$ cat src/hdl/ast_pkg.sv
// Shared types, constants and byte classifiers for the source tokenizer.
// No dependencies; every tokenizer module, the checker and two channel interfaces import it.
`default_nettype none

package ast_pkg;

	localparam int ROW_BITS_DEF    = 24;
	localparam int COLUMN_BITS_DEF = 16;
	localparam int CFG_INDEX_BITS  = 2;
	localparam int CFG_DATA_BITS   = 32;
	localparam int QUEUE_DEPTH     = 4;
	// kind, value byte, has-byte flag and last flag of one token item
	localparam int ITEM_FIXED_BITS = 3 + 8 + 1 + 1;

	localparam logic [CFG_INDEX_BITS-1:0] REG_START_ROW    = CFG_INDEX_BITS'(0);
	localparam logic [CFG_INDEX_BITS-1:0] REG_START_COLUMN = CFG_INDEX_BITS'(1);

	localparam logic [7:0] CH_NUL        = 8'h00;
	localparam logic [7:0] CH_TAB        = 8'h09;
	localparam logic [7:0] CH_NEWLINE    = 8'h0A;
	localparam logic [7:0] CH_SPACE      = 8'h20;
	localparam logic [7:0] CH_DQUOTE     = 8'h22;
	localparam logic [7:0] CH_APOSTROPHE = 8'h27;
	localparam logic [7:0] CH_COLON      = 8'h3A;
	localparam logic [7:0] CH_SEMICOLON  = 8'h3B;
	localparam logic [7:0] CH_BACKSLASH  = 8'h5C;
	localparam logic [7:0] CH_UNDERSCORE = 8'h5F;
	localparam logic [7:0] CH_LOWER_B    = 8'h62;
	localparam logic [7:0] CH_LOWER_N    = 8'h6E;
	localparam logic [7:0] CH_LOWER_T    = 8'h74;
	localparam logic [7:0] CH_LOWER_X    = 8'h78;

	typedef enum logic [2:0] {
		KIND_IDENT = 3'd0,
		KIND_INT   = 3'd1,
		KIND_STR   = 3'd2,
		KIND_CHR   = 3'd3,
		KIND_COLON = 3'd4,
		KIND_EOF   = 3'd5
	} token_kind_t;

	typedef enum logic [3:0] {
		LEX_IDLE     = 4'd0,
		LEX_IDENT    = 4'd1,
		LEX_NUM      = 4'd2,
		LEX_STR      = 4'd3,
		LEX_STR_ESC  = 4'd4,
		LEX_CHR      = 4'd5,
		LEX_CHR_ESC  = 4'd6,
		LEX_CHR_SKIP = 4'd7,
		LEX_COMMENT  = 4'd8,
		LEX_HALT     = 4'd9
	} lex_mode_t;

	typedef struct packed {
		logic not_empty;
		logic not_full;
	} queue_status_t;

	function automatic logic is_alpha(input logic [7:0] b);
		return ((b >= 8'h61) && (b <= 8'h7A)) || ((b >= 8'h41) && (b <= 8'h5A));
	endfunction

	function automatic logic is_digit(input logic [7:0] b);
		return (b >= 8'h30) && (b <= 8'h39);
	endfunction

	function automatic logic [7:0] escape_value(input logic [7:0] b);
		logic [7:0] v;
		v = CH_NUL;
		if (b == CH_LOWER_N) begin
			v = CH_NEWLINE;
		end else if (b == CH_LOWER_T) begin
			v = CH_TAB;
		end
		return v;
	endfunction

endpackage

`default_nettype wire

$ cat src/hdl/ast_queue.sv
// Short queue of token records between the tokenizer's front and back ends.
// Uses ast_pkg for the depth and the status struct.
`default_nettype none

module ast_queue
	import ast_pkg::*;
	#(
	parameter int WIDTH = 1
	) (
	input  wire logic             clk,
	input  wire logic             arst_n,
	input  wire logic             push,
	input  wire logic [WIDTH-1:0] wr_data,
	input  wire logic             pop,
	output logic [WIDTH-1:0]      rd_data,
	output queue_status_t         status
	);

	localparam int PTR_BITS   = (QUEUE_DEPTH > 1) ? $clog2(QUEUE_DEPTH) : 1;
	localparam int COUNT_BITS = $clog2(QUEUE_DEPTH + 1);

	logic [WIDTH-1:0]      entries_q [QUEUE_DEPTH];
	logic [PTR_BITS-1:0]   wr_ptr_q, rd_ptr_q;
	logic [COUNT_BITS-1:0] count_q;

	function automatic logic [PTR_BITS-1:0] next_ptr(input logic [PTR_BITS-1:0] p);
		return (p == PTR_BITS'(QUEUE_DEPTH - 1)) ? '0 : p + PTR_BITS'(1);
	endfunction

	assign status.not_empty = (count_q != '0);
	assign status.not_full  = (count_q != COUNT_BITS'(QUEUE_DEPTH));
	assign rd_data          = entries_q[rd_ptr_q];

	always_ff @(posedge clk) begin
		if (push) begin
			entries_q[wr_ptr_q] <= wr_data;
		end
	end

	always_ff @(posedge clk or negedge arst_n) begin
		if (!arst_n) begin
			wr_ptr_q <= '0;
			rd_ptr_q <= '0;
			count_q  <= '0;
		end else begin
			if (push) begin
				wr_ptr_q <= next_ptr(wr_ptr_q);
			end
			if (pop) begin
				rd_ptr_q <= next_ptr(rd_ptr_q);
			end
			if (push && !pop) begin
				count_q <= count_q + COUNT_BITS'(1);
			end else if (pop && !push) begin
				count_q <= count_q - COUNT_BITS'(1);
			end
		end
	end

endmodule

`default_nettype wire

$ cat config.mk
export PLATFORM = sky130hd
export DESIGN_NAME = ast_queue
export DESIGN_NICKNAME = d
export VERILOG_FILES = /design/src/hdl/ast_pkg.sv /design/src/hdl/ast_queue.sv
export SDC_FILE = /design/constraint.sdc
export NUM_CORES = 1
export LEC_CHECK = 0
export BUFFER_PORTS_ARGS = -buffer_cell sky130_fd_sc_hd__buf_4
export CAP_MARGIN = 40
export CELL_PAD_IN_SITES_DETAIL_PLACEMENT = 0
export CELL_PAD_IN_SITES_GLOBAL_PLACEMENT = 1
export CORE_ASPECT_RATIO = 0.7
export CORE_MARGIN = 3
export CORE_UTILIZATION = 30
export CTS_CLUSTER_DIAMETER = 60
export CTS_CLUSTER_SIZE = 10
export DETAILED_ROUTE_END_ITERATION = 10
export PLACE_DENSITY_LB_ADDON = 0.1
export SLEW_MARGIN = 20
export SYNTH_ARGS = -nofsm -noshare
export SYNTH_HDL_FRONTEND = slang
export SYNTH_SLANG_ARGS = --single-unit
$ cat constraint.sdc
create_clock -name clk -period 2.68 [get_ports clk]
set_clock_uncertainty 0.05 [all_clocks]
set_input_delay 0.536 -clock clk [delete_from_list [all_inputs] [get_ports clk]]
set_output_delay 0.536 -clock clk [all_outputs]
set_load 0.01 [all_outputs]
## Yosys cells after proc, flatten, opt, wreduce, memory -nomap -nowiden

Memories as Yosys holds them, arrays and structs flattened.
Cells that the tools add are included.

- Logic and storage cells: 23
- Memories: 1
- Input bits: 5
- RAM bits: 4
- Flip-flop bits (word level): 7

- Equality and inequality tests: 3
- $add $sub $neg: 4
- Reductions and logical operators: 6
- Muxes and demuxes: 6

Memory list:

| memory | words | width | rd ports | clocked after memory_dff | write ports | RTL line | text |
|---|---|---|---|---|---|---|---|
| entries_q | 4 | 1 | 1 | 0 | 1 | ast_queue.sv:22 | `logic [WIDTH-1:0] entries_q [QUEUE_DEPTH];` |

Operator list:

| cell | number |
|---|---|
| $mux W3 | 2 |
| $add A2 B1 Y2 const B | 2 |
| $eq A2 B2 Y1 const B | 2 |
| $mux W2 | 2 |
| $add A3 B1 Y3 const B | 1 |
| $ne A3 B3 Y1 const B | 1 |
| $reduce_bool A3 Y1 | 1 |
| $sub A3 B1 Y3 const B | 1 |
| $logic_and A1 B1 Y1 | 2 |
| $logic_not A1 Y1 | 2 |
| $mux W1 | 2 |
| $reduce_bool A2 Y1 | 1 |

## Logic depth before layout (Yosys ltp)

Gate-level depths: netlist (run 1).

- Depth after elaboration: 4
- Depth in mapped cells: 7
- Gate-level depth less buffers: 7

## Worst setup path after synthesis (run 1)

OpenSTA, ideal clock, no wires.

- Path kind: input to register
- Start: in pop
- End: reg count_q[2]
- Library setup time: 0.079 ns
- Arrival time: 1.522 ns
- Path buffers: 0
- Cell stages on the path: 7
- Path slack: 1.029 ns
- Path through: inv_1 > ha_1 > inv_1 > fa_1 > xor2_1 > nor2_1 > xor2_1

- Word-level cells in the longest chain between the ends: 3

RTL lines:

| what | RTL line | text |
|---|---|---|
| start: declaration | ast_queue.sv:14 | `input wire logic pop,` |
| $logic_not A1 Y1 | ast_queue.sv:52 | `if (push && !pop) begin` |
| $logic_and A1 B1 Y1 | ast_queue.sv:52 |  |
| $mux W3 / $reduce_bool A2 Y1 (equally long branches) | n/a |  |
| end signal: assignment | ast_queue.sv:53 | `count_q <= count_q + COUNT_BITS'(1);` |
| end signal: assignment | ast_queue.sv:55 | `count_q <= count_q - COUNT_BITS'(1);` |
| end: declaration | ast_queue.sv:24 | `logic [COUNT_BITS-1:0] count_q;` |

Several ways; a longest one is shown, not always the timed one.
A chain may end at the register's enable or synchronous reset.

## Final worst setup path (run 1)

- Start: reg rd_ptr_q[0]
- End: out rd_data

- Word-level cells in the longest chain between the ends: 1

RTL lines:

| what | RTL line | text |
|---|---|---|
| start: declaration | ast_queue.sv:23 | `logic [PTR_BITS-1:0] wr_ptr_q, rd_ptr_q;` |
| start signal: assignment | ast_queue.sv:50 | `rd_ptr_q <= next_ptr(rd_ptr_q);` |
| $mem_v2 Z4 W1 | n/a |  |
| end: declaration | ast_queue.sv:15 | `output logic [WIDTH-1:0] rd_data,` |

Every way passes these cells.

==> results of run 1 <==
-- cells by family (layout without fill, tap and decap cells) --
logic type | Yosys count | count (layout) | synth area share (%)
AO/OA/AOI/OAI | 2 | 2 | 1.80
XOR/XNOR | 3 | 3 | 4.72
adder cells (fa/ha/maj) | 7 | 7 | 17.1
buffers and inverters | 5 | 16 | 3.37
flip-flops | 11 | 11 | 53.0
multiplexers | 4 | 4 | 10.1
AND/OR/NAND/NOR | 11 | 11 | 9.89
-- metal layers --
metal  track usage, %  part of all wire, %  vias to the layer above
met3             4.92                  6.0                        0
met5                0                    0                        -
met1             8.46                   42                      153
met2             13.7                   52                        9
met4             3.70                    0                        0
li1                 -                    -                      163
-- flip-flops by register name, indices dropped and copies added, names as in the netlist --
register / cells
entries_q: 4
wr_ptr_q: 2
rd_ptr_q: 2
count_q: 3
-- area by class of cell --
cell class                 count  area, um2  share of cell area, %
inverter                       5       18.8                   2.84
sequential                    11        295                   44.6
timing repair buffer           7       52.6                   7.94
clock buffer                   4       26.3                   3.97
multi-input combinational     27        243                   36.7
tap                           21       26.3                   3.97
-- critical path: cells and delay by family, from the launching register on --
kind / cells / cell delay [ns]
muxes: 1 / 0.51
DFF: 1 / 0.41
buffers and inverters: 1 / 0.15
-- synthesized netlist by cell type, drive strengths merged --
master,n,area (um2)
and2,4,25.0
dfrtp,7,175
edfxtp,4,120
fa,1,20.0
ha,6,75.1
inv,5,18.8
mux2,3,33.8
mux4,1,22.5
nand2,2,7.51
nand3,1,5.00
nor2,3,11.3
o21ai,2,10.0
or3,1,6.26
xnor2,1,8.76
xor2,2,17.5
-- power by group through the flow --
stage / Sequential (mW) / Combinational, mW / Clock, mW
final: 0.298 / 0.232 / 0.107
after global routing: 0.309 / 0.258 / 0.124
after CTS: 0.299 / 0.234 / 0.114
after detailed placement: 0.302 / 0.232 / 0
after global placement: 0.295 / 0.223 / 0
after floorplan: 0.288 / 0.164 / 0
-- layout by cell type, fill, tap and decap left out, types with 2 or more instances in the layout --
cell type and count:
sky130_fd_sc_hd__o21ai_0 2, sky130_fd_sc_hd__edfxtp_1 4, sky130_fd_sc_hd__xor2_1 2, sky130_fd_sc_hd__mux2_2 3, sky130_fd_sc_hd__inv_1 5, sky130_fd_sc_hd__nand2_1 2, sky130_fd_sc_hd__dfrtp_1 7, sky130_fd_sc_hd__ha_1 6
sky130_fd_sc_hd__and2_1 4, sky130_fd_sc_hd__clkbuf_4 3, sky130_fd_sc_hd__buf_4 7, sky130_fd_sc_hd__nor2_1 3
-- metrics by stage --
step           util, %  setup WS [ns]  area, um2  total power [mW]  hold WS [ns]
6_report          39.7          0.763        662             0.637        0.0279
5_1_grt           39.7          0.680        662             0.691       0.00982
4_1_cts           39.7          0.748        662             0.647        0.0179
3_5_place_dp      38.1          0.748        636             0.534         0.306
3_3_place_gp      38.1          0.833        636             0.519         0.299
2_1_floorplan        -           1.03        557             0.452         0.190
-- worst paths after layout --
path                              from      endpoint  cells after the start  slack (ns)
max in group asynchronous       arst_n    count_q[0]                      1        2.43
min in group clk               wr_data  entries_q[1]                      1        0.43
hold reg to reg             count_q[2]    count_q[2]                      1        0.46
hold / removal                  arst_n   rd_ptr_q[1]                      1        0.03
setup / recovery           rd_ptr_q[0]       rd_data                      2        0.76
setup reg to reg            count_q[0]    count_q[2]                      4        1.22
==> flow_summary.html, run 1 <==
<table>
<tr><th>Metric</th><th>Value</th></tr>
<tr><th colspan="2">STA</th></tr>
<tr><td>Unrepaired setup endpoints after global routing</td><td>false</td></tr>
<tr><td>Maximum operating frequency</td><td>between 500 and 600 MHz</td></tr>
<tr><td>Minimum clock period</td><td>approximately 1.9 ns</td></tr>
<tr><td>Number of endpoints failing setup at the final stage</td><td>0</td></tr>
<tr><td>Count of final hold-check violations</td><td>0</td></tr>
<tr><td>Normalized max-slew margin</td><td>88.2%</td></tr>
<tr><td>Share of the clock period used by the worst path</td><td>71.5%</td></tr>
<tr><td>Max Transition Viols Final</td><td>0</td></tr>
<tr><td>Setup tns final</td><td>0 ns</td></tr>
<tr><td>Actual slew at the worst max-slew pin</td><td>0.177 ns</td></tr>
<tr><th colspan="2">Die</th></tr>
<tr><td>Placement Rows</td><td>12</td></tr>
<tr><td>Initial standard-cell utilization of the core</td><td>33.4%</td></tr>
<tr><td>Height of the die</td><td>42.0 um</td></tr>
<tr><td>Horizontal die dimension</td><td>57.5 um</td></tr>
<tr><td>Ports</td><td>8</td></tr>
<tr><td>Die area</td><td>0.00242 mm2</td></tr>
<tr><td>Core Box Area</td><td>0.00167 mm2</td></tr>
<tr><th colspan="2">Clocking</th></tr>
<tr><td>Clock latency reported for the late side of the worst-skew pair</td><td>0.26 ns</td></tr>
<tr><td>Post-CTS Hold Buffers</td><td>0</td></tr>
<tr><td>Setup Fix Bufs, Post-CTS</td><td>0</td></tr>
<tr><td>Sinks on the clock net</td><td>11</td></tr>
<tr><td>Clock Root Buffer</td><td>sky130_fd_sc_hd__clkbuf_4</td></tr>
<tr><td>Number of buffers added by the clock tree synthesis step</td><td>3</td></tr>
<tr><td>Count of H-tree levels built during CTS</td><td>1</td></tr>
<tr><td>Clock-pin slew of the registers on the worst-case setup and hold paths</td><td>around 0.06 ns</td></tr>
<tr><td>Clock tree from TritonCTS</td><td>done</td></tr>
<tr><td>Maximum clock path buffer count</td><td>2</td></tr>
<tr><td>Post-CTS resize count</td><td>0</td></tr>
<tr><th colspan="2">Cells and area</th></tr>
<tr><td>Final Non-Filler Cells</td><td>75</td></tr>
<tr><td>Layout overhead on the synthesized area</td><td>18.9%</td></tr>
<tr><td>Layout net count</td><td>between 60 and 70</td></tr>
<tr><td>Final-layout fill cell count</td><td>between 150 and 200</td></tr>
<tr><td>Share of final-layout standard cells stronger than drive strength 1</td><td>25.9%</td></tr>
<tr><td>Number of antenna diodes</td><td>0</td></tr>
<tr><th colspan="2">Run</th></tr>
<tr><td>Number of max-cap violations</td><td>0</td></tr>
<tr><th colspan="2">Place</th></tr>
<tr><td>Count of placed standard cells including taps</td><td>71</td></tr>
<tr><td>Routability cong.</td><td>0.719</td></tr>
<tr><td>HPWL after detailed placement</td><td>701 um</td></tr>
<tr><td>Count of port buffers added during placement</td><td>7</td></tr>
<tr><th colspan="2">GRT</th></tr>
<tr><td>Vias in the first global route</td><td>323</td></tr>
<tr><td>Initial antenna violation count</td><td>0</td></tr>
<tr><td>GR Util All Layers</td><td>8.34%</td></tr>
<tr><td>Largest net degree at the start of global routing</td><td>10</td></tr>
<tr><td>Total global routing overflow</td><td>0</td></tr>
<tr><td>Global-route wire length before repair</td><td>1440 um</td></tr>
<tr><th colspan="2">Synthesis</th></tr>
<tr><td>Area of the mapped netlist</td><td>~560 um2</td></tr>
<tr><td>Share of synthesized area occupied by flip-flops and latches</td><td>53.0%</td></tr>
<tr><td>Total number of yosys warnings</td><td>0</td></tr>
<tr><td>Post-Syn Nets</td><td>55</td></tr>
<tr><td>Flops &amp; latches, synth</td><td>11</td></tr>
<tr><td>Mean Syn Cell Area</td><td>about 13 um2</td></tr>
<tr><td>Cell count after synthesis</td><td>43</td></tr>
<tr><td>Count of unique library cells instantiated by Yosys</td><td>15</td></tr>
<tr><th colspan="2">Drt</th></tr>
<tr><td>Detailed-route via count</td><td>about 330</td></tr>
<tr><td>DRC errors left</td><td>0</td></tr>
<tr><td>Detailed-route wire length</td><td>873 um</td></tr>
<tr><td>1st-iter DRT viols</td><td>8</td></tr>
<tr><td>Detailed-route vias per instance</td><td>4.33</td></tr>
<tr><td>Post-detailed-route wirelength per cell</td><td>11.6 um</td></tr>
<tr><td>Detailed-router iteration count before antenna repair</td><td>4</td></tr>
<tr><td>Detail Route Antenna Nets</td><td>0</td></tr>
<tr><th colspan="2">Pwr</th></tr>
<tr><td>Pleak</td><td>0.296 nW</td></tr>
<tr><td>Clock group share of total power</td><td>16.8%</td></tr>
<tr><td>Switching Fraction</td><td>33.1%</td></tr>
<tr><td>Internal Pwr Total</td><td>426 uW</td></tr>
<tr><td>Peak VDD IR</td><td>approximately 0.4 mV</td></tr>
<tr><td>Pwr Density</td><td>between 900 and 1000 mW/mm2</td></tr>
<tr><td>Switch Pwr</td><td>211 uW</td></tr>
<tr><td>Sequential cell fraction of total power</td><td>between 40% and 50%</td></tr>
<tr><td>Relative contribution of combinational cells to total power</td><td>a little over a third</td></tr>
<tr><th colspan="2">Outcome</th></tr>
<tr><td>Status</td><td>finished clean</td></tr>
<tr><th colspan="2">Min path</th></tr>
<tr><td>Hold crit path type</td><td>in -&gt; async</td></tr>
<tr><th colspan="2">Critical path</th></tr>
<tr><td>Critical path cell sequence</td><td>mux4_2 &gt; buf_4</td></tr>
<tr><td>Max stage delay cell, worst path</td><td>sky130_fd_sc_hd__mux4_2</td></tr>
<tr><td>Element type at the critical path start</td><td>flop</td></tr>
<tr><td>Required time at the endpoint of the critical path</td><td>2.09 ns</td></tr>
<tr><td>Largest fanout on the critical path</td><td>4</td></tr>
<tr><td>Critical path type</td><td>reg -&gt; out</td></tr>
<tr><td>Crit path DAT</td><td>1.33 ns</td></tr>
<tr><td>Slowest stage delay, CP</td><td>0.51 ns</td></tr>
<tr><td>Capturing element type of the critical path</td><td>output pin</td></tr>
</table>
Note: power is estimated with default switching activity, not from simulation.
==> inputs of run 2 (changes only) <==
--- a/config.mk
+++ b/config.mk
@@ -5,6 +5,7 @@
 export SDC_FILE = /design/constraint.sdc
 export NUM_CORES = 1
 export LEC_CHECK = 0
+export ABC_AREA = 1
 export BUFFER_PORTS_ARGS = -buffer_cell sky130_fd_sc_hd__buf_4
 export CAP_MARGIN = 40
 export CELL_PAD_IN_SITES_DETAIL_PLACEMENT = 0
==> constraint.sdc (replaced) <==
create_clock -name clk -period 1.7 [get_ports clk]
set_clock_uncertainty 0.05 [all_clocks]
set_input_delay 0.34 -clock clk [delete_from_list [all_inputs] [get_ports clk]]
set_output_delay 0.34 -clock clk [all_outputs]
set_load 0.01 [all_outputs]
==> flow_summary.html, run 2 <==
<table>
<tr><th>Metric</th><th>Value</th></tr>
<tr><th colspan="2">STA</th></tr>
<tr><td>Maximum operating frequency</td><td>650 MHz</td></tr>
<tr><td>Actual slew at the worst max-slew pin</td><td>0.145 ns (-0.0317 ns)</td></tr>
<tr><td>Share of the clock period used by the worst path</td><td>90.6%</td></tr>
<tr><td>Unrepaired setup endpoints after global routing</td><td>false</td></tr>
<tr><td>Normalized max-slew margin</td><td>90.2% (+2.0 points)</td></tr>
<tr><td>Number of endpoints failing setup at the final stage</td><td>0 (unchanged)</td></tr>
<tr><td>Setup tns final</td><td>0 ns (unchanged)</td></tr>
<tr><td>Max Transition Viols Final</td><td>0 (unchanged)</td></tr>
<tr><td>Count of final hold-check violations</td><td>0 (unchanged)</td></tr>
<tr><td>Minimum setup slack in the final design</td><td>0.160 ns (-0.602 ns)</td></tr>
<tr><td>Minimum clock period</td><td>1.54 ns</td></tr>
<tr><th colspan="2">Cells and area</th></tr>
<tr><td>Total area of sequential cells</td><td>295 um2 (unchanged)</td></tr>
<tr><td>Most common cell after layout, fill and taps aside</td><td>sky130_fd_sc_hd__inv_1</td></tr>
<tr><td>Number of antenna diodes</td><td>0 (unchanged)</td></tr>
<tr><td>Share of final-layout standard cells stronger than drive strength 1</td><td>13.2% (-13 points)</td></tr>
<tr><td>Area occupied by multi-input gates</td><td>230 um2 (-5.2%)</td></tr>
<tr><td>Commonest non-fill, non-tap cells in the layout</td><td>17 x sky130_fd_sc_hd__inv_1, 15 x sky130_fd_sc_hd__nand2_1, 7 x sky130_fd_sc_hd__dfrtp_1, 7 x sky130_fd_sc_hd__buf_4, 6 x sky130_fd_sc_hd__ha_1</td></tr>
<tr><td>Register with the most flip-flops</td><td>entries_q</td></tr>
<tr><td>Layout net count</td><td>89 (+33%)</td></tr>
<tr><td>Max FFs per register</td><td>4 (unchanged)</td></tr>
<tr><td>Largest registers ranked by flip-flop count</td><td>entries_q: 4 flops, count_q: 3 flops</td></tr>
<tr><td>Layout overhead on the synthesized area</td><td>19.5%</td></tr>
<tr><td>Final-layout fill cell count</td><td>186 (+16%)</td></tr>
<tr><th colspan="2">Place</th></tr>
<tr><td>Routability cong.</td><td>0.726 (+1.1%)</td></tr>
<tr><td>Setup slack after placement</td><td>0.132 ns (-0.616 ns)</td></tr>
<tr><td>Count of port buffers added during placement</td><td>7 (unchanged)</td></tr>
<tr><td>HPWL after detailed placement</td><td>711 um (+1.4%)</td></tr>
<tr><th colspan="2">Clocking</th></tr>
<tr><td>Clock-pin slew of the registers on the worst-case setup and hold paths</td><td>0.07 ns (about the same)</td></tr>
<tr><td>Count of H-tree levels built during CTS</td><td>1 (unchanged)</td></tr>
<tr><td>Post-CTS resize count</td><td>0 (unchanged)</td></tr>
<tr><td>Clock Root Buffer</td><td>sky130_fd_sc_hd__clkbuf_4</td></tr>
<tr><td>Clock tree from TritonCTS</td><td>done</td></tr>
<tr><td>Sinks on the clock net</td><td>11 (unchanged)</td></tr>
<tr><td>Number of buffers added by the clock tree synthesis step</td><td>3 (unchanged)</td></tr>
<tr><td>Clock latency reported for the late side of the worst-skew pair</td><td>0.26 ns (about the same)</td></tr>
<tr><td>Maximum clock path buffer count</td><td>2 (unchanged)</td></tr>
<tr><th colspan="2">Synthesis</th></tr>
<tr><td>Area fraction in and, or, nand and nor cells after synthesis</td><td>13.8% (+3.9 points)</td></tr>
<tr><td>Primary FF master, synth</td><td>sky130_fd_sc_hd__dfrtp_1</td></tr>
<tr><td>Share of synthesized flip-flops with an asynchronous set or reset</td><td>63.6% (unchanged)</td></tr>
<tr><td>Dominant combinational cell family by area after synthesis</td><td>adder cells</td></tr>
<tr><td>Xor and xnor fraction of the mapped netlist area</td><td>1.49% (-3.2 points)</td></tr>
<tr><td>Cell types occupying the most area after synthesis</td><td>sky130_fd_sc_hd__dfrtp_1 30%, sky130_fd_sc_hd__edfxtp_1 20%, sky130_fd_sc_hd__ha_1 13%</td></tr>
<tr><td>Area fraction of the dominant cell type after synthesis</td><td>29.7% (-1.7 points)</td></tr>
<tr><td>Commonest cells post-synth</td><td>17 x sky130_fd_sc_hd__inv_1, 15 x sky130_fd_sc_hd__nand2_1, 7 x sky130_fd_sc_hd__dfrtp_1</td></tr>
<tr><td>Leading cell type by number of instances after synthesis</td><td>sky130_fd_sc_hd__inv_1</td></tr>
<tr><td>Total number of yosys warnings</td><td>0 (unchanged)</td></tr>
<tr><td>Number of enable flip-flop cells after synthesis</td><td>4 (unchanged)</td></tr>
<tr><td>Mean Syn Cell Area</td><td>9.21 um2 (-29%)</td></tr>
<tr><td>Share of synthesized area occupied by flip-flops and latches</td><td>50.1% (-2.9 points)</td></tr>
<tr><td>Count of unique library cells instantiated by Yosys</td><td>14 (-1)</td></tr>
<tr><td>Area fraction in compound gates after synthesis</td><td>7.64% (+5.8 points)</td></tr>
<tr><td>Cell type contributing the most total cell area after synthesis</td><td>sky130_fd_sc_hd__dfrtp_1</td></tr>
<tr><td>Cell count after synthesis</td><td>64 (+49%)</td></tr>
<tr><td>Area of the mapped netlist</td><td>589 um2 (+5.8%)</td></tr>
<tr><td>Flops &amp; latches, synth</td><td>11 (unchanged)</td></tr>
<tr><td>Adder-cell share of the synthesized area</td><td>16.1% (-0.94 points)</td></tr>
<tr><td>Multiplexer area fraction after synthesis</td><td>0% (-10 points)</td></tr>
<tr><td>Post-Syn Nets</td><td>76 (+38%)</td></tr>
<tr><th colspan="2">Critical path</th></tr>
<tr><td>Critical path type</td><td>reg -&gt; out</td></tr>
<tr><td>Capturing element type of the critical path</td><td>output pin</td></tr>
<tr><td>Critical path cell sequence</td><td>inv_1 &gt; nand2_1 &gt; o211ai_1 &gt; nand2_1 &gt; buf_4</td></tr>
<tr><td>Crit path DAT</td><td>1.15 ns (-0.18 ns)</td></tr>
<tr><td>Largest fanout on the critical path</td><td>5 (+1)</td></tr>
<tr><td>Library cell appearing most often on the critical path</td><td>sky130_fd_sc_hd__nand2_1</td></tr>
<tr><td>Element type at the critical path start</td><td>flop</td></tr>
<tr><td>Max stage delay cell, worst path</td><td>sky130_fd_sc_hd__dfrtp_1</td></tr>
<tr><td>Slowest stage delay, CP</td><td>0.39 ns (-0.12 ns)</td></tr>
<tr><td>Required time at the endpoint of the critical path</td><td>1.31 ns (-0.78 ns)</td></tr>
<tr><th colspan="2">Drt</th></tr>
<tr><td>Detail Route Antenna Nets</td><td>0 (unchanged)</td></tr>
<tr><td>Detailed-route wire length</td><td>879 um (+0.69%)</td></tr>
<tr><td>Detailed-router iteration count before antenna repair</td><td>4 (unchanged)</td></tr>
<tr><td>Detailed-route vias per instance</td><td>4.02 (-7.2%)</td></tr>
<tr><td>DRC errors left</td><td>0 (unchanged)</td></tr>
<tr><td>1st-iter DRT viols</td><td>6 (-2)</td></tr>
<tr><td>Post-detailed-route wirelength per cell</td><td>9.06 um (-22%)</td></tr>
<tr><td>Detailed-route via count</td><td>390 (+20%)</td></tr>
<tr><th colspan="2">GRT</th></tr>
<tr><td>Total global routing overflow</td><td>0 (unchanged)</td></tr>
<tr><td>Initial antenna violation count</td><td>0 (unchanged)</td></tr>
<tr><td>Largest net degree at the start of global routing</td><td>10 (unchanged)</td></tr>
<tr><td>Global-route wire length before repair</td><td>1490 um (+3.3%)</td></tr>
<tr><td>Vias in the first global route</td><td>342 (+5.9%)</td></tr>
<tr><td>GR Util All Layers</td><td>8.06% (-0.28 points)</td></tr>
<tr><th colspan="2">Die</th></tr>
<tr><td>Height of the die</td><td>43.1 um (+2.5%)</td></tr>
<tr><td>Die area</td><td>0.00254 mm2 (+5.1%)</td></tr>
<tr><td>Initial standard-cell utilization of the core</td><td>34.4% (+1.0 points)</td></tr>
<tr><td>Horizontal die dimension</td><td>59.0 um (+2.6%)</td></tr>
<tr><td>Placement Rows</td><td>12 (unchanged)</td></tr>
<tr><td>Ports</td><td>8 (unchanged)</td></tr>
<tr><td>Core Box Area</td><td>0.00171 mm2 (+2.7%)</td></tr>
<tr><th colspan="2">Pwr</th></tr>
<tr><td>Pwr Density</td><td>1450 mW/mm2 (+51%)</td></tr>
<tr><td>Peak VDD IR</td><td>0.665 mV (+70%)</td></tr>
<tr><td>Pleak</td><td>0.381 nW (+28%)</td></tr>
<tr><th colspan="2">Min path</th></tr>
<tr><td>Hold crit path type</td><td>in -&gt; reg</td></tr>
<tr><th colspan="2">Outcome</th></tr>
<tr><td>Status</td><td>finished clean</td></tr>
<tr><th colspan="2">Run</th></tr>
<tr><td>Number of max-cap violations</td><td>0 (unchanged)</td></tr>
</table>
run 2: cell count changes in the layout (fill, tap and decap cells not counted), sizes merged, moves of 2 or more:
cell and change:
inv +12, and2 -4, o21ai +3, nor2 -2, xor2 -2, o211ai +2
nand2 +13, mux2 -3, nand3 +2
run 2: what timing repair did:
item | CTS | global route
hold buffers | 1 | 0
hold endpoints to repair | 7 | 0
setup buffers | 0 | 0
run 2: path summary, 6_finish.rpt:
kind / start / to / slack [ns] / cells after the start
setup / recovery: rd_ptr_q[0] / rd_data / 0.16 / 5
hold / removal: wr_data / entries_q[3] / 0.22 / 1
setup reg to reg: count_q[0] / count_q[2] / 0.37 / 5
hold reg to reg: count_q[2] / count_q[2] / 0.46 / 2
max in group asynchronous: arst_n / count_q[2] / 1.09 / 2
min in group asynchronous: arst_n / wr_ptr_q[0] / 0.38 / 2
run 2: kinds of logic after synthesis:
group | Yosys count
flops | 11
fa+ha+maj | 7
simple gates | 20
buf+inv | 17
xor+xnor | 1
compound gates | 8
run 2: area by class of cell:
class	instances	share of cell area [%]
Sequential cell	11	41.9
Multi-Input combinational cell	36	32.7
Inverter	17	9.06
Timing Repair Buffer	8	8.88
Clock buffer	4	3.73
Tap cell	21	3.73
run 2: metal layers:
metal,global-route usage (%),vias to the layer above,wire length (um)
met5,0,-,0
met4,1.36,0,8
met3,4.56,2,54
met2,9.91,7,309
met1,12.0,157,507
li1,-,224,-
run 2: worst max-delay path, delay by kind of cell, from the launching register on:
family | cells | cell delay [ns]
flops | 1 | 0.39
buf+inv | 2 | 0.27
simple gates | 2 | 0.14
compound gates | 1 | 0.08
run 2: where the power goes:
group,internal [mW],switching [mW]
clock,0.0905,0.0794
sequential,0.376,0.0763
combinational,0.184,0.218
run 2: per-stage QoR:
stage          hold slack [ns]  power [mW]  util [%]  instances  area (um2)
2_1_floorplan         -0.00559       0.731         -         64         589
3_5_place_dp             0.111       0.868      39.0         92         668
4_1_cts                  0.213        1.05      41.2         97         704
5_1_grt                  0.210        1.14      41.2         97         704
6_report                 0.224        1.02      41.2         97         704
3_3_place_gp             0.113       0.870      39.0         92         668
==> inputs of run 3 (changes only) <==
--- a/config.mk
+++ b/config.mk
@@ -8,15 +8,12 @@
 export ABC_AREA = 1
 export BUFFER_PORTS_ARGS = -buffer_cell sky130_fd_sc_hd__buf_4
 export CAP_MARGIN = 40
-export CELL_PAD_IN_SITES_DETAIL_PLACEMENT = 0
-export CELL_PAD_IN_SITES_GLOBAL_PLACEMENT = 1
 export CORE_ASPECT_RATIO = 0.7
 export CORE_MARGIN = 3
 export CORE_UTILIZATION = 30
 export CTS_CLUSTER_DIAMETER = 60
 export CTS_CLUSTER_SIZE = 10
 export DETAILED_ROUTE_END_ITERATION = 10
-export PLACE_DENSITY_LB_ADDON = 0.1
 export SLEW_MARGIN = 20
 export SYNTH_ARGS = -nofsm -noshare
 export SYNTH_HDL_FRONTEND = slang
==> flow_summary.html, run 3 (synthesis results as in run 2) <==
<table>
<tr><th>Metric</th><th>Value</th></tr>
<tr><th colspan="2">Outcome</th></tr>
<tr><td>Status</td><td>finished clean</td></tr>
<tr><th colspan="2">Cells and area</th></tr>
<tr><td>Number of antenna diodes</td><td>0 (unchanged)</td></tr>
<tr><td>Layout overhead on the synthesized area</td><td>19.5% (unchanged)</td></tr>
<tr><td>Final core utilization</td><td>41.2% (unchanged)</td></tr>
<tr><td>Layout net count</td><td>89 (unchanged)</td></tr>
<tr><td>Commonest non-fill, non-tap cells in the layout</td><td>17 x sky130_fd_sc_hd__inv_1, 15 x sky130_fd_sc_hd__nand2_1, 7 x sky130_fd_sc_hd__dfrtp_1, 7 x sky130_fd_sc_hd__buf_4, 6 x sky130_fd_sc_hd__ha_1</td></tr>
<tr><td>Final Non-Filler Cells</td><td>97 (unchanged)</td></tr>
<tr><td>Largest registers ranked by flip-flop count</td><td>entries_q: 4 flops, count_q: 3 flops</td></tr>
<tr><td>Total area of sequential cells</td><td>295 um2 (unchanged)</td></tr>
<tr><td>Share of final-layout standard cells stronger than drive strength 1</td><td>13.2% (unchanged)</td></tr>
<tr><td>Final-layout fill cell count</td><td>181 (-2.7%)</td></tr>
<tr><td>Most common cell after layout, fill and taps aside</td><td>sky130_fd_sc_hd__inv_1</td></tr>
<tr><td>Register with the most flip-flops</td><td>entries_q</td></tr>
<tr><td>Area occupied by multi-input gates</td><td>230 um2 (unchanged)</td></tr>
<tr><td>Max FFs per register</td><td>4 (unchanged)</td></tr>
<tr><th colspan="2">Critical path</th></tr>
<tr><td>R2R setup slack</td><td>0.40 ns (+0.03 ns)</td></tr>
<tr><td>Critical Path Sink</td><td>rd_data</td></tr>
<tr><td>Largest fanout on the critical path</td><td>5 (unchanged)</td></tr>
<tr><td>Element type at the critical path start</td><td>flop</td></tr>
<tr><td>Required time at the endpoint of the critical path</td><td>1.31 ns (about the same)</td></tr>
<tr><td>Crit path DAT</td><td>1.12 ns (-0.03 ns)</td></tr>
<tr><td>Timing startpoint of the critical path</td><td>rd_ptr_q[0]</td></tr>
<tr><td>Number of cells on the worst reg-to-reg path</td><td>5 (unchanged)</td></tr>
<tr><td>Worst reg2reg path endpoint</td><td>count_q[2]</td></tr>
<tr><td>Capturing element type of the critical path</td><td>output pin</td></tr>
<tr><td>FF-to-FF Start</td><td>count_q[0]</td></tr>
<tr><td>Critical path type</td><td>reg -&gt; out</td></tr>
<tr><th colspan="2">GRT</th></tr>
<tr><td>Largest net degree at the start of global routing</td><td>10 (unchanged)</td></tr>
<tr><td>Vias in the first global route</td><td>317 (-7.3%)</td></tr>
<tr><td>Initial antenna violation count</td><td>0 (unchanged)</td></tr>
<tr><td>Most utilized layer in the global route result</td><td>met1</td></tr>
<tr><td>M2 GR Usage</td><td>8.59% (-1.3 points)</td></tr>
<tr><td>Global-route wire length before repair</td><td>1300 um (-13%)</td></tr>
<tr><td>Total global routing overflow</td><td>0 (unchanged)</td></tr>
<tr><td>Global-route met1 utilization</td><td>9.56% (-2.4 points)</td></tr>
<tr><td>Met3 GRT Util</td><td>4.56% (unchanged)</td></tr>
<tr><td>GR Util All Layers</td><td>7.04% (-1.0 points)</td></tr>
<tr><th colspan="2">Drt</th></tr>
<tr><td>Detail Route Antenna Nets</td><td>0 (unchanged)</td></tr>
<tr><td>Post-detailed-route wirelength per cell</td><td>8.46 um (-6.6%)</td></tr>
<tr><td>1st-iter DRT viols</td><td>17 (+11)</td></tr>
<tr><td>Detailed-route via count</td><td>400 (+2.6%)</td></tr>
<tr><td>Detailed-route vias per instance</td><td>4.12 (+2.6%)</td></tr>
<tr><td>Detailed-route wire length</td><td>821 um (-6.6%)</td></tr>
<tr><td>DRC errors left</td><td>0 (unchanged)</td></tr>
<tr><td>Detailed-router iteration count before antenna repair</td><td>4 (unchanged)</td></tr>
<tr><th colspan="2">Die</th></tr>
<tr><td>Ports</td><td>8 (unchanged)</td></tr>
<tr><td>Core Box Area</td><td>0.00171 mm2 (unchanged)</td></tr>
<tr><td>Die area</td><td>0.00254 mm2 (unchanged)</td></tr>
<tr><td>Height of the die</td><td>43.1 um (unchanged)</td></tr>
<tr><td>Horizontal die dimension</td><td>59.0 um (unchanged)</td></tr>
<tr><td>Placement Rows</td><td>12 (unchanged)</td></tr>
<tr><td>Initial standard-cell utilization of the core</td><td>34.4% (unchanged)</td></tr>
<tr><th colspan="2">Clocking</th></tr>
<tr><td>Clock Root Buffer</td><td>sky130_fd_sc_hd__clkbuf_4</td></tr>
<tr><td>Sinks on the clock net</td><td>11 (unchanged)</td></tr>
<tr><td>Number of buffers added by the clock tree synthesis step</td><td>3 (unchanged)</td></tr>
<tr><td>Clock-pin slew of the registers on the worst-case setup and hold paths</td><td>0.06 ns (about the same)</td></tr>
<tr><td>Maximum clock path buffer count</td><td>2 (unchanged)</td></tr>
<tr><td>Count of H-tree levels built during CTS</td><td>1 (unchanged)</td></tr>
<tr><td>Clock tree from TritonCTS</td><td>done</td></tr>
<tr><td>Post-CTS resize count</td><td>0 (unchanged)</td></tr>
<tr><td>Clock latency reported for the late side of the worst-skew pair</td><td>0.26 ns (about the same)</td></tr>
<tr><th colspan="2">STA</th></tr>
<tr><td>Maximum operating frequency</td><td>664 MHz (+2.2%)</td></tr>
<tr><td>Normalized max-slew margin</td><td>90.0% (-0.20 points)</td></tr>
<tr><td>Unrepaired setup endpoints after global routing</td><td>false</td></tr>
<tr><td>Minimum clock period</td><td>1.51 ns (-0.0325 ns)</td></tr>
<tr><td>Share of the clock period used by the worst path</td><td>88.7% (-1.9 points)</td></tr>
<tr><td>Minimum setup slack in the final design</td><td>0.193 ns (+0.0325 ns)</td></tr>
<tr><td>Number of endpoints failing setup at the final stage</td><td>0 (unchanged)</td></tr>
<tr><td>Max Transition Viols Final</td><td>0 (unchanged)</td></tr>
<tr><td>Setup tns final</td><td>0 ns (unchanged)</td></tr>
<tr><td>Tightest hold margin</td><td>0.233 ns (+0.00898 ns)</td></tr>
<tr><td>Count of final hold-check violations</td><td>0 (unchanged)</td></tr>
<tr><td>Actual slew at the worst max-slew pin</td><td>0.148 ns (+0.00302 ns)</td></tr>
<tr><th colspan="2">Place</th></tr>
<tr><td>Count of port buffers added during placement</td><td>7 (unchanged)</td></tr>
<tr><td>Count of placed standard cells including taps</td><td>92 (unchanged)</td></tr>
<tr><td>Routability cong.</td><td>0.700 (-3.7%)</td></tr>
<tr><td>Setup slack after placement</td><td>0.119 ns (-0.0130 ns)</td></tr>
<tr><th colspan="2">Min path</th></tr>
<tr><td>Worst hold path cell count</td><td>1 (unchanged)</td></tr>
<tr><td>Hold crit path type</td><td>in -&gt; reg</td></tr>
<tr><th colspan="2">Pwr</th></tr>
<tr><td>Peak VDD IR</td><td>0.567 mV (-15%)</td></tr>
<tr><td>Pleak</td><td>0.381 nW (unchanged)</td></tr>
<tr><td>Pwr Density</td><td>1450 mW/mm2 (-0.67%)</td></tr>
<tr><th colspan="2">Run</th></tr>
<tr><td>Number of max-cap violations</td><td>0 (unchanged)</td></tr>
</table>
-- run 3: how the worst min path moves through the flow --
| stage | from | end | slack (ns) |
|---|---|---|---|
| finish | wr_data | entries_q[2] | 0.23 |
| global route | wr_data | entries_q[2] | 0.22 |
| CTS | wr_data | entries_q[2] | 0.23 |
| detailed placement | arst_n | rd_ptr_q[0] | 0.11 |
| global placement | arst_n | count_q[1] | 0.11 |
| floorplan | arst_n | count_q[0] | -0.006 |
-- run 3: critical path, stage by stage (launching register included) --
cell and delay, ns:
sky130_fd_sc_hd__dfrtp_1 0.39, sky130_fd_sc_hd__inv_1 0.12, sky130_fd_sc_hd__nand2_1 0.07, sky130_fd_sc_hd__o211ai_1 0.08, sky130_fd_sc_hd__nand2_1 0.07, sky130_fd_sc_hd__buf_4 0.14
-- run 3: power by group --
group / switching [mW] / internal [mW]
clock network: 0.0788 / 0.0904
registers: 0.0745 / 0.376
logic: 0.216 / 0.182
total: 0.369 / 0.649
-- run 3: area by class of cell --
| cell class | instances | area share (%) |
|---|---|---|
| sequential | 11 | 41.9 |
| multi-input combinational | 36 | 32.7 |
| inverter | 17 | 9.06 |
| timing repair buffer | 8 | 8.88 |
| clock buffer | 4 | 3.73 |
| tap | 21 | 3.73 |
-- run 3: per-stage QoR --
stage,power (mW),instance area [um2]
finish,1.02,704
detailed placement,0.859,668
global route,1.13,704
global placement,0.848,668
floorplan,0.731,589
CTS,1.04,704
-- run 3: what timing repair did --
item,4_1_cts,5_1_grt
setup buffers,0,0
hold buffers,1,0
endpoints found under the hold margin,7,0
-- run 3: layer usage --
| layer | share of wire [%] | vias up |
|---|---|---|
| met4 | 0 | 0 |
| li1 | - | 223 |
| met2 | 43 | 10 |
| met5 | 0 | - |
| met3 | 6.9 | 0 |
| met1 | 50 | 167 |
